<file path="config.mk">
export PLATFORM = sky130hd
export DESIGN_NAME = knob_angle_to_scroll_ticks
export DESIGN_NICKNAME = d
export VERILOG_FILES = /design/src/hdl/kats_pkg.sv /design/src/hdl/knob_angle_to_scroll_ticks.sv /design/src/hdl/kats_mul.sv /design/src/hdl/kats_div_step.sv
export VERILOG_INCLUDE_DIRS = /design/src /design/src/hdl
export SDC_FILE = /design/constraint.sdc
export NUM_CORES = 2
export LEC_CHECK = 0
export BUFFER_PORTS_ARGS = -buffer_cell sky130_fd_sc_hd__buf_2
export CAP_MARGIN = 20
export CORE_MARGIN = 2
export CORE_UTILIZATION = 35
export DETAILED_ROUTE_END_ITERATION = 8
export GPL_TIMING_DRIVEN = 0
export PLACE_DENSITY_LB_ADDON = 0.1
export SLEW_MARGIN = 40
export SYNTH_ARGS = -nofsm -noshare
export SYNTH_HDL_FRONTEND = slang
export SYNTH_SLANG_ARGS = --single-unit
</file>
<file path="constraint.sdc">
create_clock -name clock -period 27.6 [get_ports clock]
set_input_delay 1.38 -clock clock [delete_from_list [all_inputs] [get_ports clock]]
set_output_delay 1.38 -clock clock [all_outputs]
set_load 0.05 [all_outputs]
</file>
<file path="src/hdl/knob_angle_to_scroll_ticks_defines.svh">
// Assertion macros shared by the knob angle to scroll ticks RTL
`ifndef KNOB_ANGLE_TO_SCROLL_TICKS_DEFINES_SVH
`define KNOB_ANGLE_TO_SCROLL_TICKS_DEFINES_SVH

// Check that the consequent holds in the same cycle as the antecedent
`define KATS_ASSERT_IMPL(label, ante, cons) \
   label: assert property (@(posedge clock) disable iff (reset) (ante) |-> (cons)) \
      else $error("kats: same-cycle check failed");

// Check that the consequent holds in the cycle after the antecedent
`define KATS_ASSERT_NEXT(label, ante, cons) \
   label: assert property (@(posedge clock) disable iff (reset) (ante) |=> (cons)) \
      else $error("kats: next-cycle check failed");

`endif

</file>
<file path="src/hdl/kats_pkg.sv">
// Shared types and constants for the knob angle to scroll ticks block
`default_nettype none

package kats_pkg;

   // Fixed point
   localparam int FRAC_BITS = 16;
   localparam int T_W       = FRAC_BITS + 1;
   localparam int CNT_W     = $clog2(FRAC_BITS);
   localparam logic [T_W-1:0] T_ONE = T_W'(1) << FRAC_BITS;

   // Multiplier second operand, acceleration factor width
   localparam int ACCEL_W = 20;

   // Shared compare/subtract unit and step count divide
   localparam int DIV_W = 36;
   localparam int NQ_W  = 5;

   // Idle decay: 0.85 in Q16
   localparam logic [16:0] DECAY_MUL   = 17'd55706;
   localparam int          DECAY_SHIFT = 16;

   // Configuration port
   localparam int CSR_IDX_W  = 3;
   localparam int CSR_DATA_W = 20;

   localparam logic [CSR_IDX_W-1:0] CSR_DEAD_ZONE   = 3'd0;
   localparam logic [CSR_IDX_W-1:0] CSR_STOP_THRESH = 3'd1;
   localparam logic [CSR_IDX_W-1:0] CSR_BASE_CPS    = 3'd2;
   localparam logic [CSR_IDX_W-1:0] CSR_FAST_CPS    = 3'd3;
   localparam logic [CSR_IDX_W-1:0] CSR_FAST_SPEED  = 3'd4;
   localparam logic [CSR_IDX_W-1:0] CSR_MAX_ACCEL   = 3'd5;
   localparam logic [CSR_IDX_W-1:0] CSR_IDLE_TMO    = 3'd6;

   localparam logic [7:0]  RST_DEAD_ZONE   = 8'd2;
   localparam logic [19:0] RST_STOP_THRESH = 20'd78643;
   localparam logic [15:0] RST_BASE_CPS    = 16'd700;
   localparam logic [15:0] RST_FAST_CPS    = 16'd220;
   localparam logic [11:0] RST_FAST_SPEED  = 12'd8;
   localparam logic [18:0] RST_MAX_ACCEL   = 19'd131072;
   localparam logic [15:0] RST_IDLE_TMO    = 16'd1500;

   // Run modes
   localparam logic [1:0] MODE_ADV    = 2'd0;
   localparam logic [1:0] MODE_ACTIVE = 2'd1;
   localparam logic [1:0] MODE_IDLE   = 2'd2;

   // Poll delays in milliseconds
   localparam logic [6:0] POLL_ADV  = 7'd80;
   localparam logic [6:0] POLL_IDLE = 7'd25;
   localparam logic [6:0] POLL_SLOW = 7'd8;
   localparam logic [6:0] POLL_FAST = 7'd2;

   // Result of one compare/subtract step
   typedef struct packed {
      logic             ge;
      logic [DIV_W-1:0] diff;
   } div_res_type;

endpackage

`default_nettype wire

</file>
<file path="src/hdl/knob_angle_to_scroll_ticks.sv">
// Top level: knob angle samples in, scroll wheel steps out
//
//  Channel  Handshake            Payload
//  -------  -------------------  -------------------------------------------
//  req      req_valid/req_ready  req_connected, req_angle, req_now_ms
//  rsp      rsp_valid/rsp_ready  rsp_wheel_steps, rsp_mode, rsp_poll_delay_ms
//  csr      csr_write_en         csr_index, csr_wdata (write only)
//
// A disconnected sample goes from the delta state straight to output, an idle
// one is filtered and decayed, and for an active one the speed divide runs
// 16 steps on the shared compare/subtract unit unless the speed saturates,
// then the step count divide runs 5, and three products share one multiplier.
// Synchronous reset restores the control, mode and configuration registers.
// A result waits in the output register while the next sample is worked on;
// the sequencer holds before writing it until that register is free.
`default_nettype none

`include "knob_angle_to_scroll_ticks_defines.svh"

module knob_angle_to_scroll_ticks #(
   parameter int ANGLE_BITS = 12
) (
   input  logic                                clock,
   input  logic                                reset,
   input  logic                                req_valid,
   output logic                                req_ready,
   input  logic                                req_connected,
   input  logic [ANGLE_BITS-1:0]               req_angle,
   input  logic [31:0]                         req_now_ms,
   output logic                                rsp_valid,
   input  logic                                rsp_ready,
   output logic signed [5:0]                   rsp_wheel_steps,
   output logic [1:0]                          rsp_mode,
   output logic [6:0]                          rsp_poll_delay_ms,
   input  logic                                csr_write_en,
   input  logic [kats_pkg::CSR_IDX_W-1:0]      csr_index,
   input  logic [kats_pkg::CSR_DATA_W-1:0]     csr_wdata
);

   localparam int FB    = kats_pkg::FRAC_BITS;
   localparam int SW    = ANGLE_BITS + FB + 1;
   localparam int MW    = ANGLE_BITS + FB;
   localparam int DW    = ANGLE_BITS + 2;
   localparam int FW    = SW + 2;
   localparam int BW    = kats_pkg::ACCEL_W;
   localparam int PW    = SW + BW;
   localparam int IW    = PW - FB;
   localparam int SUMW  = ((IW > 32) ? IW : 32) + 1;
   localparam int DVW   = kats_pkg::DIV_W;
   localparam int NQW   = kats_pkg::NQ_W;
   localparam int CW    = kats_pkg::CNT_W;
   localparam int TW    = kats_pkg::T_W;

   localparam logic signed [DW-1:0] HALF_ANG = DW'(2 ** (ANGLE_BITS - 1));
   localparam logic signed [DW-1:0] FULL_ANG = DW'(2 ** ANGLE_BITS);

   // Sequencer states
   localparam logic [4:0] ST_IDLE   = 5'd0;
   localparam logic [4:0] ST_DELTA  = 5'd1;
   localparam logic [4:0] ST_FILT   = 5'd2;
   localparam logic [4:0] ST_MAG    = 5'd3;
   localparam logic [4:0] ST_MODE   = 5'd4;
   localparam logic [4:0] ST_TSAT   = 5'd5;
   localparam logic [4:0] ST_TDIV   = 5'd6;
   localparam logic [4:0] ST_MULA   = 5'd7;
   localparam logic [4:0] ST_MULC   = 5'd8;
   localparam logic [4:0] ST_MULI   = 5'd9;
   localparam logic [4:0] ST_ACC    = 5'd10;
   localparam logic [4:0] ST_ABS    = 5'd11;
   localparam logic [4:0] ST_NDIV   = 5'd12;
   localparam logic [4:0] ST_FIN    = 5'd13;
   localparam logic [4:0] ST_DECAY  = 5'd14;
   localparam logic [4:0] ST_DECAYW = 5'd15;
   localparam logic [4:0] ST_OUT    = 5'd16;

   // Configuration registers
   logic [7:0]  dead_zone_ff,   dead_zone_in;
   logic [19:0] stop_thresh_ff, stop_thresh_in;
   logic [15:0] base_cps_ff,    base_cps_in;
   logic [15:0] fast_cps_ff,    fast_cps_in;
   logic [11:0] fast_speed_ff,  fast_speed_in;
   logic [18:0] max_accel_ff,   max_accel_in;
   logic [15:0] idle_tmo_ff,    idle_tmo_in;

   // Control and mode state
   logic [4:0]             state_ff,       state_in;
   logic [CW-1:0]          cnt_ff,         cnt_in;
   logic [1:0]             mode_ff,        mode_in;
   logic [ANGLE_BITS-1:0]  last_angle_ff,  last_angle_in;
   logic                   last_valid_ff,  last_valid_in;
   logic signed [SW-1:0]   smooth_ff,      smooth_in;
   logic signed [31:0]     accum_ff,       accum_in;
   logic [31:0]            last_motion_ff, last_motion_in;
   logic                   rsp_valid_ff,   rsp_valid_in;

   // Working registers
   logic                   in_conn_ff,     in_conn_in;
   logic [ANGLE_BITS-1:0]  in_angle_ff,    in_angle_in;
   logic [31:0]            in_now_ff,      in_now_in;
   logic signed [ANGLE_BITS:0] delta_ff,   delta_in;
   logic [MW-1:0]          mag_ff,         mag_in;
   logic [TW-1:0]          t_ff,           t_in;
   logic [DVW-1:0]         rem_ff,         rem_in;
   logic [DVW-1:0]         dvs_ff,         dvs_in;
   logic                   fast_ff,        fast_in;
   logic signed [BW-1:0]   accel_ff,       accel_in;
   logic [31:0]            cps_ff,         cps_in;
   logic signed [31:0]     acc_ff,         acc_in;
   logic                   acc_neg_ff,     acc_neg_in;
   logic [NQW-1:0]         nq_ff,          nq_in;
   logic signed [5:0]      res_steps_ff,   res_steps_in;
   logic [6:0]             res_poll_ff,    res_poll_in;
   logic signed [5:0]      rsp_steps_ff,   rsp_steps_in;
   logic [1:0]             rsp_mode_ff,    rsp_mode_in;
   logic [6:0]             rsp_poll_ff,    rsp_poll_in;

   // Datapath intermediates
   logic signed [DW-1:0]   d_raw, d_wrap, d_abs;
   logic                   d_dead;
   logic signed [FW-1:0]   filt_d, filt_s, filt_sum;
   logic [31:0]            since_ms;
   logic                   moving, timed_out;
   logic [1:0]             mode_nx;
   logic                   mode_touch;
   logic signed [PW-1:0]   cps_wide;
   logic signed [SUMW-1:0] acc_sum;
   logic                   acc_fits;
   logic [31:0]            acc_abs;
   logic [31:0]            left32;
   logic [MW-1:0]          decay_m;
   logic                   out_load;

   // Shared units
   logic signed [SW-1:0]   mul_a;
   logic signed [BW-1:0]   mul_b;
   logic signed [PW-1:0]   mul_prod;
   kats_pkg::div_res_type  div_res;

   kats_mul #(
      .A_W (SW),
      .B_W (BW)
   ) u_mul (
      .clock    (clock),
      .mul_a    (mul_a),
      .mul_b    (mul_b),
      .mul_prod (mul_prod)
   );

   kats_div_step u_div_step (
      .step_rem (rem_ff),
      .step_dvs (dvs_ff),
      .step_res (div_res)
   );

   // Decode configuration writes
   always_comb begin
      dead_zone_in   = dead_zone_ff;
      stop_thresh_in = stop_thresh_ff;
      base_cps_in    = base_cps_ff;
      fast_cps_in    = fast_cps_ff;
      fast_speed_in  = fast_speed_ff;
      max_accel_in   = max_accel_ff;
      idle_tmo_in    = idle_tmo_ff;
      if (csr_write_en) begin
         unique case (csr_index)
            kats_pkg::CSR_DEAD_ZONE:   dead_zone_in   = csr_wdata[7:0];
            kats_pkg::CSR_STOP_THRESH: stop_thresh_in = csr_wdata[19:0];
            kats_pkg::CSR_BASE_CPS:    base_cps_in    = csr_wdata[15:0];
            kats_pkg::CSR_FAST_CPS:    fast_cps_in    = csr_wdata[15:0];
            kats_pkg::CSR_FAST_SPEED:  fast_speed_in  = csr_wdata[11:0];
            kats_pkg::CSR_MAX_ACCEL:   max_accel_in   = csr_wdata[18:0];
            kats_pkg::CSR_IDLE_TMO:    idle_tmo_in    = csr_wdata[15:0];
            default: begin
            end
         endcase
      end
   end

   // Wrap-corrected angle delta and dead zone
   always_comb begin
      d_raw = $signed(DW'(in_angle_ff)) - $signed(DW'(last_angle_ff));
      if (d_raw > HALF_ANG) begin
         d_wrap = d_raw - FULL_ANG;
      end else if (d_raw < -HALF_ANG) begin
         d_wrap = d_raw + FULL_ANG;
      end else begin
         d_wrap = d_raw;
      end
      d_abs  = d_wrap[DW-1] ? -d_wrap : d_wrap;
      d_dead = d_abs <= $signed(DW'(dead_zone_ff));
   end

   // Exponential average: (delta * one + 3 * old) / 4, floored
   always_comb begin
      filt_d   = FW'(delta_ff) <<< FB;
      filt_s   = FW'(smooth_ff);
      filt_sum = filt_d + filt_s + (filt_s <<< 1);
   end

   // Mode machine decisions
   always_comb begin
      since_ms   = in_now_ff - last_motion_ff;
      timed_out  = since_ms > 32'(idle_tmo_ff);
      moving     = mag_ff >= MW'(stop_thresh_ff);
      mode_nx    = mode_ff;
      mode_touch = 1'b0;
      unique case (mode_ff)
         kats_pkg::MODE_ACTIVE: begin
            if (moving) begin
               mode_touch = 1'b1;
            end else if (timed_out) begin
               mode_nx = kats_pkg::MODE_IDLE;
            end
         end
         kats_pkg::MODE_IDLE: begin
            if (moving) begin
               mode_nx    = kats_pkg::MODE_ACTIVE;
               mode_touch = 1'b1;
            end
         end
         default: begin
            mode_nx    = kats_pkg::MODE_IDLE;
            mode_touch = 1'b1;
         end
      endcase
   end

   // Accumulator arithmetic around the shared multiplier
   always_comb begin
      cps_wide = $signed(PW'(base_cps_ff) << FB) + mul_prod;
      acc_sum  = SUMW'($signed(mul_prod[PW-1:FB])) + SUMW'(accum_ff);
      acc_fits = (&acc_sum[SUMW-1:31]) | ~(|acc_sum[SUMW-1:31]);
      acc_abs  = acc_ff[31] ? 32'(-acc_ff) : 32'(acc_ff);
      left32   = rem_ff[31:0];
      decay_m  = mul_prod[MW+kats_pkg::DECAY_SHIFT-1:kats_pkg::DECAY_SHIFT];
      out_load = ~rsp_valid_ff | rsp_ready;
   end

   // Sequencer
   always_comb begin
      state_in       = state_ff;
      cnt_in         = cnt_ff;
      mode_in        = mode_ff;
      last_angle_in  = last_angle_ff;
      last_valid_in  = last_valid_ff;
      smooth_in      = smooth_ff;
      accum_in       = accum_ff;
      last_motion_in = last_motion_ff;
      in_conn_in     = in_conn_ff;
      in_angle_in    = in_angle_ff;
      in_now_in      = in_now_ff;
      delta_in       = delta_ff;
      mag_in         = mag_ff;
      t_in           = t_ff;
      rem_in         = rem_ff;
      dvs_in         = dvs_ff;
      fast_in        = fast_ff;
      accel_in       = accel_ff;
      cps_in         = cps_ff;
      acc_in         = acc_ff;
      acc_neg_in     = acc_neg_ff;
      nq_in          = nq_ff;
      res_steps_in   = res_steps_ff;
      res_poll_in    = res_poll_ff;
      rsp_steps_in   = rsp_steps_ff;
      rsp_mode_in    = rsp_mode_ff;
      rsp_poll_in    = rsp_poll_ff;
      rsp_valid_in   = rsp_valid_ff & ~rsp_ready;
      mul_a          = '0;
      mul_b          = '0;

      unique case (state_ff)
         // Take a new sample
         ST_IDLE: begin
            if (req_valid) begin
               in_conn_in  = req_connected;
               in_angle_in = req_angle;
               in_now_in   = req_now_ms;
               state_in    = ST_DELTA;
            end
         end
         // Drop the link, or form the delta
         ST_DELTA: begin
            if (!in_conn_ff) begin
               if (mode_ff != kats_pkg::MODE_ADV) begin
                  mode_in   = kats_pkg::MODE_ADV;
                  accum_in  = '0;
                  smooth_in = '0;
               end
               res_steps_in = '0;
               res_poll_in  = kats_pkg::POLL_ADV;
               state_in     = ST_OUT;
            end else begin
               delta_in      = (!last_valid_ff || d_dead) ? '0 : d_wrap[ANGLE_BITS:0];
               last_angle_in = in_angle_ff;
               last_valid_in = 1'b1;
               state_in      = ST_FILT;
            end
         end
         ST_FILT: begin
            smooth_in = filt_sum[SW+1:2];
            state_in  = ST_MAG;
         end
         ST_MAG: begin
            mag_in   = smooth_ff[SW-1] ? MW'(-smooth_ff) : MW'(smooth_ff);
            state_in = ST_MODE;
         end
         // Advance the mode machine and pick the path
         ST_MODE: begin
            mode_in = mode_nx;
            if (mode_touch) begin
               last_motion_in = in_now_ff;
            end
            if (mode_nx == kats_pkg::MODE_ACTIVE) begin
               rem_in   = DVW'(mag_ff);
               dvs_in   = DVW'(fast_speed_ff) << FB;
               state_in = ST_TSAT;
            end else begin
               state_in = ST_DECAY;
            end
         end
         // Speed at or above full: t saturates at one
         ST_TSAT: begin
            if (div_res.ge) begin
               t_in     = kats_pkg::T_ONE;
               fast_in  = div_res.diff != '0;
               state_in = ST_MULA;
            end else begin
               t_in     = '0;
               fast_in  = 1'b0;
               dvs_in   = dvs_ff >> 1;
               cnt_in   = CW'(FB - 1);
               state_in = ST_TDIV;
            end
         end
         // One quotient bit of speed / fast_speed per cycle
         ST_TDIV: begin
            t_in   = {t_ff[TW-2:0], div_res.ge};
            dvs_in = dvs_ff >> 1;
            if (div_res.ge) begin
               rem_in = div_res.diff;
            end
            if (cnt_ff == '0) begin
               state_in = ST_MULA;
            end else begin
               cnt_in = cnt_ff - 1'b1;
            end
         end
         ST_MULA: begin
            mul_a    = SW'(t_ff);
            mul_b    = BW'(max_accel_ff) - BW'(kats_pkg::T_ONE);
            state_in = ST_MULC;
         end
         ST_MULC: begin
            mul_a    = SW'(t_ff);
            mul_b    = BW'(fast_cps_ff) - BW'(base_cps_ff);
            accel_in = BW'(kats_pkg::T_ONE) + mul_prod[FB+BW-1:FB];
            state_in = ST_MULI;
         end
         ST_MULI: begin
            mul_a    = smooth_ff;
            mul_b    = accel_ff;
            cps_in   = (cps_wide < $signed(PW'(1))) ? 32'd1 : cps_wide[31:0];
            state_in = ST_ACC;
         end
         // Add the scaled delta, saturating to 32 bits
         ST_ACC: begin
            if (acc_fits) begin
               acc_in = acc_sum[31:0];
            end else if (acc_sum[SUMW-1]) begin
               acc_in = 32'sh8000_0000;
            end else begin
               acc_in = 32'sh7FFF_FFFF;
            end
            state_in = ST_ABS;
         end
         ST_ABS: begin
            acc_neg_in = acc_ff[31];
            rem_in     = DVW'(acc_abs);
            dvs_in     = DVW'(cps_ff) << (NQW - 1);
            nq_in      = '0;
            cnt_in     = CW'(NQW - 1);
            state_in   = ST_NDIV;
         end
         // Step count: five quotient bits, overflow settles at the cap
         ST_NDIV: begin
            nq_in  = {nq_ff[NQW-2:0], div_res.ge};
            dvs_in = dvs_ff >> 1;
            if (div_res.ge) begin
               rem_in = div_res.diff;
            end
            if (cnt_ff == '0) begin
               state_in = ST_FIN;
            end else begin
               cnt_in = cnt_ff - 1'b1;
            end
         end
         ST_FIN: begin
            accum_in     = acc_neg_ff ? -$signed(left32) : $signed(left32);
            res_steps_in = acc_neg_ff ? $signed({1'b0, nq_ff}) : -$signed({1'b0, nq_ff});
            res_poll_in  = fast_ff ? kats_pkg::POLL_FAST : kats_pkg::POLL_SLOW;
            state_in     = ST_OUT;
         end
         // Idle decay by 0.85, sign kept
         ST_DECAY: begin
            mul_a    = SW'(mag_ff);
            mul_b    = BW'(kats_pkg::DECAY_MUL);
            state_in = ST_DECAYW;
         end
         ST_DECAYW: begin
            smooth_in    = smooth_ff[SW-1] ? -$signed(SW'(decay_m)) : $signed(SW'(decay_m));
            res_steps_in = '0;
            res_poll_in  = kats_pkg::POLL_IDLE;
            state_in     = ST_OUT;
         end
         // Hold until the output register is free
         ST_OUT: begin
            if (out_load) begin
               rsp_steps_in = res_steps_ff;
               rsp_mode_in  = mode_ff;
               rsp_poll_in  = res_poll_ff;
               rsp_valid_in = 1'b1;
               state_in     = ST_IDLE;
            end
         end
         default: begin
            state_in = ST_IDLE;
         end
      endcase
   end

   // Control, mode and configuration state
   always_ff @(posedge clock) begin
      if (reset) begin
         state_ff       <= ST_IDLE;
         cnt_ff         <= '0;
         mode_ff        <= kats_pkg::MODE_ADV;
         last_angle_ff  <= '0;
         last_valid_ff  <= 1'b0;
         smooth_ff      <= '0;
         accum_ff       <= '0;
         last_motion_ff <= '0;
         rsp_valid_ff   <= 1'b0;
         dead_zone_ff   <= kats_pkg::RST_DEAD_ZONE;
         stop_thresh_ff <= kats_pkg::RST_STOP_THRESH;
         base_cps_ff    <= kats_pkg::RST_BASE_CPS;
         fast_cps_ff    <= kats_pkg::RST_FAST_CPS;
         fast_speed_ff  <= kats_pkg::RST_FAST_SPEED;
         max_accel_ff   <= kats_pkg::RST_MAX_ACCEL;
         idle_tmo_ff    <= kats_pkg::RST_IDLE_TMO;
      end else begin
         state_ff       <= state_in;
         cnt_ff         <= cnt_in;
         mode_ff        <= mode_in;
         last_angle_ff  <= last_angle_in;
         last_valid_ff  <= last_valid_in;
         smooth_ff      <= smooth_in;
         accum_ff       <= accum_in;
         last_motion_ff <= last_motion_in;
         rsp_valid_ff   <= rsp_valid_in;
         dead_zone_ff   <= dead_zone_in;
         stop_thresh_ff <= stop_thresh_in;
         base_cps_ff    <= base_cps_in;
         fast_cps_ff    <= fast_cps_in;
         fast_speed_ff  <= fast_speed_in;
         max_accel_ff   <= max_accel_in;
         idle_tmo_ff    <= idle_tmo_in;
      end
   end

   // Working and payload registers
   always_ff @(posedge clock) begin
      in_conn_ff   <= in_conn_in;
      in_angle_ff  <= in_angle_in;
      in_now_ff    <= in_now_in;
      delta_ff     <= delta_in;
      mag_ff       <= mag_in;
      t_ff         <= t_in;
      rem_ff       <= rem_in;
      dvs_ff       <= dvs_in;
      fast_ff      <= fast_in;
      accel_ff     <= accel_in;
      cps_ff       <= cps_in;
      acc_ff       <= acc_in;
      acc_neg_ff   <= acc_neg_in;
      nq_ff        <= nq_in;
      res_steps_ff <= res_steps_in;
      res_poll_ff  <= res_poll_in;
      rsp_steps_ff <= rsp_steps_in;
      rsp_mode_ff  <= rsp_mode_in;
      rsp_poll_ff  <= rsp_poll_in;
   end

   assign req_ready         = state_ff == ST_IDLE;
   assign rsp_valid         = rsp_valid_ff;
   assign rsp_wheel_steps   = rsp_steps_ff;
   assign rsp_mode          = rsp_mode_ff;
   assign rsp_poll_delay_ms = rsp_poll_ff;

   // Checks
   `KATS_ASSERT_NEXT(a_accept_starts, req_valid && req_ready, state_ff == ST_DELTA)
   `KATS_ASSERT_IMPL(a_t_bounded, state_ff == ST_MULA, t_ff <= kats_pkg::T_ONE)
   `KATS_ASSERT_IMPL(a_steps_capped, rsp_valid, rsp_wheel_steps != $signed(6'b100000))
   `KATS_ASSERT_IMPL(a_quiet_modes, rsp_valid && rsp_mode != kats_pkg::MODE_ACTIVE, rsp_wheel_steps == 6'sd0)
   `KATS_ASSERT_IMPL(a_adv_poll, rsp_valid && rsp_mode == kats_pkg::MODE_ADV, rsp_poll_delay_ms == kats_pkg::POLL_ADV)

endmodule

`default_nettype wire

</file>
<file path="src/hdl/kats_mul.sv">
// Registered signed multiplier shared by the sequencer
`default_nettype none

module kats_mul #(
   parameter int A_W = 29,
   parameter int B_W = 20
) (
   input  logic                       clock,
   input  logic signed [A_W-1:0]      mul_a,
   input  logic signed [B_W-1:0]      mul_b,
   output logic signed [A_W+B_W-1:0]  mul_prod
);

   localparam int P_W = A_W + B_W;

   logic signed [P_W-1:0] prod_ff;
   logic signed [P_W-1:0] prod_in;

   // Form the full signed product
   always_comb begin
      prod_in = P_W'(mul_a) * P_W'(mul_b);
   end

   // Register the product for the next sequencer step
   always_ff @(posedge clock) begin
      prod_ff <= prod_in;
   end

   assign mul_prod = prod_ff;

endmodule

`default_nettype wire

</file>
<file path="src/hdl/kats_div_step.sv">
// One restoring-division step: compare and subtract
`default_nettype none

module kats_div_step (
   input  logic [kats_pkg::DIV_W-1:0] step_rem,
   input  logic [kats_pkg::DIV_W-1:0] step_dvs,
   output kats_pkg::div_res_type      step_res
);

   logic [kats_pkg::DIV_W:0] sub_full;

   // Single subtractor; no borrow means remainder covers the divisor
   always_comb begin
      sub_full      = {1'b0, step_rem} - {1'b0, step_dvs};
      step_res.ge   = ~sub_full[kats_pkg::DIV_W];
      step_res.diff = sub_full[kats_pkg::DIV_W-1:0];
   end

endmodule

`default_nettype wire
</file>
# Word-level counts from Yosys, hierarchy flattened
# Index checks and enable logic that the tools add are counted.
[totals]
reg_bits = 568
in_bits = 73
out_inout_bits = 17
wordCells = 199
[op_classes]
addsub = 19
multipliers = 1
order_cmp = 6
n_eq_ne = 35
n_mux = 54
n_bitwise = 7
n_reduce_logical = 41
[ops]
columns = ["operator", "count"]
rows = [
  ["2-to-1 mux 32 bit", 6],
  ["one-hot mux 29 bit (3 select lines)", 2],
  ["2-to-1 mux 36 bit", 4],
  ["one-hot mux 36 bit (4 select lines)", 1],
  ["one-hot mux 36 bit (3 select lines)", 1],
  ["2-to-1 mux 29 bit", 3],
  ["one-hot mux 20 bit (4 select lines)", 1],
  ["one-hot mux 5 bit (16 select lines)", 1],
  ["negator 32 bit", 2],
  ["one-hot mux 32 bit (2 select lines)", 1],
  ["adder 33 x 49 -> 49 bit", 1],
  ["less-than comparator 49 x 2 -> 1 bit, second input constant", 1],
  ["multiplier 29 x 20 -> 49 bit", 1],
  ["2-to-1 mux 14 bit", 3],
  ["== test 5 x 4 -> 1 bit, second input constant", 8],
  ["subtractor 36 x 36 -> 37 bit", 1],
  ["nonzero test 36 bit", 1],
  ["adder 33 x 32 -> 34 bit", 1],
  ["one-hot mux 17 bit (2 select lines)", 1],
  ["greater-than comparator 32 x 16 -> 1 bit", 1],
  ["subtractor 32 bit", 1],
  ["adder 30 x 30 -> 31 bit", 1],
  ["adder 29 x 29 -> 30 bit", 1],
  ["negator 28 -> 29 bit", 1],
  ["other kinds (54)", 118],
]

# Longest topological paths before layout
[logic_depth]
ltp_word = 8
mapped_depth = 42
ltp_nobuf = 40

# By module
# A second synthesis with hierarchy kept.
[unflattened]
cells_unflattened = 6230
area_unflattened_um2 = 56081.3
[modules_own_cells]
columns = ["module", "n_inst", "cells_each", "area_each_um2", "seq_area_each_um2"]
rows = [
  ["knob_angle_to_scroll_ticks", 1, 3500, 31979.4, 13212.7],
  ["kats_mul", 1, 2415, 21942.3, 980.9],
  ["kats_div_step", 1, 315, 2159.6, 0.0],
]

# Least setup slack after synthesis
# OpenSTA, ideal clock, no wires.
[synth_timing]
path_kind = "register -> register"
start = "reg state_ff[3]"
end = "reg u_mul.prod_ff[45] (netlist: u_mul.mul_prod[45])"
setup_time_ns = 0.072
t_arrival_ns = 9.555
required_time_ns = 27.528
slack_ns = 17.973
stages_incl_launch_ff = 31
n_path_buf = 3
period_less_slack_ns = 9.627
cell_sequence = "dfxtp_1 -> or3b_2 -> nor2_1 -> clkbuf_1 -> buf_1 -> a22o_1 -> clkbuf_1 -> nand2_1 -> fa_1 -> inv_1 -> fa_1 -> fa_1 -> fa_1 -> fa_1 -> fa_1 -> inv_1 -> fa_1 -> inv_1 -> ha_1 -> a21o_1 -> a21oi_1 -> o21ai_0 -> a2111oi_0 -> a211oi_1 -> o2111ai_1 -> a21oi_1 -> o21ai_0 -> a21oi_1 -> a221o_1 -> a21oi_1 -> xnor2_1"
[synth_via]
elab_chain_len = 4
elab_cells_between_ends = 8
classes_between = "1 x mul; 4 x eq/ne; 2 x mux; 1 x reduce/logical"
[synth_rtl]
columns = ["element", "line_no", "text"]
rows = [
  ["from (decl)", "knob_angle_to_scroll_ticks.sv:86", "logic [4:0] state_ff, state_in;"],
  ["from (signal assigned)", "knob_angle_to_scroll_ticks.sv:452", "state_ff <= state_in;"],
  ["== test 5 x 4 -> 1 bit / == test 5 x 3 -> 1 bit (equally long branches)", "knob_angle_to_scroll_ticks.sv:272", "unique case (state_ff)"],
  ["OR reduction 2 bit (no line)", "-", ""],
  ["one-hot mux 29 bit (3 select lines)", "knob_angle_to_scroll_ticks.sv:272", ""],
  ["multiplier 29 x 20 -> 49 bit *", "kats_mul.sv:21", "prod_in = P_W'(mul_a) * P_W'(mul_b);"],
  ["net u_mul.prod_in[45]", "kats_mul.sv:17", "logic signed [P_W-1:0] prod_in;"],
  ["to (signal assigned)", "kats_mul.sv:26", "prod_ff <= prod_in;"],
  ["to (decl)", "kats_mul.sv:16", "logic signed [P_W-1:0] prod_ff;"],
]
# The timed path passes the listed nets; every way through them passes the cells marked *.
# A chain may end at the register's enable or synchronous reset.

# Final worst setup path
[layout_timing]
start = "reg base_cps_ff[1]"
end = "reg u_mul.prod_ff[47] (netlist: u_mul.mul_prod[47])"
[layout_via]
elab_chain_len = 3
[layout_rtl]
columns = ["element", "line_no", "text"]
rows = [
  ["from (decl)", "knob_angle_to_scroll_ticks.sv:79", "logic [15:0] base_cps_ff, base_cps_in;"],
  ["from (signal assigned)", "knob_angle_to_scroll_ticks.sv:446", "base_cps_ff <= kats_pkg::RST_BASE_CPS;"],
  ["from (signal assigned)", "knob_angle_to_scroll_ticks.sv:463", "base_cps_ff <= base_cps_in;"],
  ["subtractor 16 x 16 -> 17 bit", "knob_angle_to_scroll_ticks.sv:356", "mul_b = BW'(fast_cps_ff) - BW'(base_cps_ff);"],
  ["one-hot mux 20 bit (4 select lines)", "knob_angle_to_scroll_ticks.sv:272", ""],
  ["multiplier 29 x 20 -> 49 bit", "kats_mul.sv:21", ""],
  ["net u_mul.prod_in[47]", "kats_mul.sv:17", ""],
]
# The timed path passes the listed nets, and every way through them passes these cells.

==> flow_summary.toml <==
[status]
status = "finished clean"

[global_routing]
overflow = 0
grt_max_degree = 43
grt_pass1_wl_um = 291000
antenna_found_initial = 14
grt_pass1_vias = 43225
grtUsageTotal_pct = 25.2

[logic_synthesis]
syn_area_um2 = 54000
syn_inst = 6025
ys.flop_type = "edfxtp_1"
ys_seq_area_share_pct = 26.3
netlist-cell-type-count = 90
synth.top_cell.area_share_pct = 22.3
synth_seq_cells = 564
synth_top_area_cell = "fa_1"
synth_edf_count = 290
async_flop_share_pct = 0
ys_warn_count = 0
synth_area_leaders = "fa_1 22%, edfxtp_1 16%, dfxtp_1 10%"
syn_area_per_cell_um2 = 8.96

[sta]
clock.fmax_mhz = 74.0
hold_viol = 0
period_needed_ns = 13.52
max_slew_margin_pct = 36.8
setup-tns-final_ns = 0
fin_skew_ns = 0.0287
finalSetupViolCount = 0
finalMaxSlewViolations = 0
holdWs_ns = 0.422
min_period_over_period_pct = 49.0
rsz0062_at_grt = "false"
setup_slack_ns = 14.08
tightestPinTransition_ns = 0.941

[clocking]
clock_path_buffers = 3
cts.sinks = 564
post_cts_resized = 0
cts_tree = "built"
htreeDepth = 3
cts_root_buf = "clkbuf_16"
clk_pin_slew_ns = 0.06
hold_buffers = 0
cts_made_buffers = 66
clk-insertion-delay-late_ns = 0.66
cts_setup_buffers = 0

[drt]
ant_nets = 0
wl_um = 197000
viasPerCell = 5.26
wl_per_cell_um = 23.8
dr.pass1.iters = 5
drcViolationCount = 0
drt_iter0_drc = 3583
num_vias = 43691

[die]
fp.dieH_um = 397
core_area_um2 = 154000
die_x_um = 397
dieArea_um2 = 157000
initial_utilization_pct = 35.1
num_rows = 144
pin_count = 90

[power_and_ir_drop]
max-vdd-ir-drop_mv = 0.0463
power_density_nw_per_um2 = 44.0
power.leakage_nw = 26.3
total_power_w = 0.00263

[placement]
gp_congestion = 0.986
portBuffers = 84
dp_slack_ns = 14.53
place_hpwl_um = 164000

[finish]
finish.utilization_pct = 38.8
final_nets = 7269
area_delta_synth_final_pct = 10.5
drive_gt1_share_pct = 5.12
fill_cells = 15695

[critical_path]
crit_path_end_kind = "flip-flop"
worst_ep_arrival_time_ns = 13.99
start_kind = "flip-flop"
required_ns = 28.07
worst_path_largest_cell_delay_ns = 0.73
slowest_stage = "nor3_1"
crit_type = "flip-flop to flip-flop"
cp_max_fo = 10

[worst_hold_path]
hold_class = "flip-flop to flip-flop"

[flow_run]
maxCapViolCount = 0
-- kinds of logic (layout without fill, tap and decap cells) --
| group | Yosys count | after routing | synth area share [%] |
|---|---|---|---|
| other | 1 | 7 | 0.00695 |
| AO/OA/AOI/OAI | 1143 | 1143 | 13.9 |
| XOR/XNOR | 304 | 304 | 4.93 |
| adder cells (fa/ha/maj) | 997 | 997 | 31.5 |
| multiplexers | 12 | 12 | 0.227 |
| AND/OR/NAND/NOR | 1867 | 1867 | 15.3 |
| flip-flops | 564 | 564 | 26.3 |
| buffers and inverters | 1137 | 1365 | 7.94 |
-- cell usage after synthesis (12+ instances only) --
master	instances
a211oi_1	28
a222oi_1	19
or4_1	15
a31oi_1	19
clkbuf_1	245
fa_1	602
o22ai_1	12
nand4_1	38
nand3b_1	20
nor4_1	21
o21ai_0	184
nor2b_1	37
ha_1	394
inv_1	870
nor2_1	567
nand2_1	771
xnor2_1	208
or3_1	42
a22o_1	32
dfxtp_1	274
a21o_1	96
a2111oi_0	13
a221oi_1	13
a21oi_1	367
a211o_1	23
nor3_1	64
and2_1	70
o31ai_1	46
nand2b_1	58
or2_2	17
o21ai_1	15
a22oi_1	89
o21bai_1	26
edfxtp_1	290
nand3_1	80
o21a_1	38
o211ai_1	15
and3_1	42
a221o_1	14
xor2_1	96
-- placed cells by master (no fill, tap or decap), types with 15 or more instances in the layout --
master | Yosys | final
o21a_1 | 38 | 38
nand2_1 | 771 | 771
o211ai_1 | 15 | 15
nor2b_1 | 37 | 37
a22oi_1 | 89 | 81
o31ai_1 | 46 | 41
edfxtp_1 | 290 | 290
clkbuf_16 | 0 | 70
ha_1 | 394 | 394
nand3_1 | 80 | 80
clkbuf_2 | 1 | 18
and2_1 | 70 | 70
a21o_1 | 96 | 96
nand3b_1 | 20 | 20
xor2_1 | 96 | 95
and3_1 | 42 | 41
o21bai_1 | 26 | 26
clkbuf_1 | 245 | 242
a22o_1 | 32 | 32
or3_1 | 42 | 42
nor4_1 | 21 | 19
o21ai_0 | 184 | 181
a31oi_1 | 19 | 19
inv_1 | 870 | 868
xnor2_1 | 208 | 207
nor3_1 | 64 | 62
buf_2 | 6 | 102
o21ai_1 | 15 | 15
nor2_1 | 567 | 559
or2_2 | 17 | 17
a211o_1 | 23 | 23
a211oi_1 | 28 | 25
or4_1 | 15 | 15
fa_1 | 602 | 602
nand2b_1 | 58 | 58
a21oi_1 | 367 | 365
a222oi_1 | 19 | 19
dfxtp_1 | 274 | 274
nand4_1 | 38 | 38
-- worst paths after layout --
path / startpoint / end / slack [ns] / cells after the start
worst min-delay path: res_steps_ff[3]$_SDFFCE_PN0P_ / rsp_wheel_steps[3]$_DFFE_PP_ / 0.42 / 0
worst min register to register: res_steps_ff[3]$_SDFFCE_PN0P_ / rsp_wheel_steps[3]$_DFFE_PP_ / 0.42 / 0
worst max-delay path: base_cps_ff[1]$_SDFFE_PP0P_ / u_mul.mul_prod[47]$_DFF_P_ / 14.08 / 39
worst max register to register: base_cps_ff[1]$_SDFFE_PP0P_ / u_mul.mul_prod[47]$_DFF_P_ / 14.08 / 39
-- critical path, delay by kind of cell (launching register included) --
family,cells,cell delay (ns)
AO/OA/AOI/OAI,16,4.53
XOR/XNOR,1,0.63
adder cells (fa/ha/maj),9,4.30
buffers and inverters,7,1.58
flip-flops,1,0.56
AND/OR/NAND/NOR,6,1.67
-- where the power goes --
| part | switching [W] | internal [W] | leakage [nW] |
|---|---|---|---|
| combinational | 0.000460 | 0.000258 | 20.4 |
| sequential | 0.0000658 | 0.000942 | 4.83 |
| clock | 0.000391 | 0.000511 | 1.07 |
| total | 0.000917 | 0.00171 | 26.3 |
-- sequential cells by signal, summed over array words and instances (netlist names), 19 cells and up --
name,flops
u_mul.mul_prod,49
dvs_ff,36
rem_ff,36
acc_ff,32
accum_ff,32
cps_ff,32
in_now_ff,32
last_motion_ff,32
smooth_ff,29
mag_ff,28
accel_ff,20
stop_thresh_ff,20
max_accel_ff,19
-- through the flow --
step	area [µm²]	cells
floorplan	54000	6026
global placement	57000	8154
detailed placement	57500	8175
CTS	59600	8297
global route	59700	8298
finish	59700	8303
-- final cells by class --
cell class	instances	area, µm²	share of cell area [%]
antenna	5	12.5	0.0210
buffer	266	1040	1.75
clock buffer	89	1870	3.14
clock inverter	33	300	0.503
inverter	871	3270	5.48
multi-input combinational	4325	35800	59.9
sequential	564	14200	23.8
tap	2044	2560	4.29
timing repair buffer	106	671	1.12
-- per-layer routing --
metal  vias up  share of wire (%)  wire, µm  track usage, %
li1      20307                  -         -               -
met1     21835                 44     87600            34.5
met2      1267                 45     88600            39.5
met3       282                5.7     11300            3.79
met4         0                5.0      9810            10.8
met5         -                  0         0               0
(Power assumes the default switching activity.)
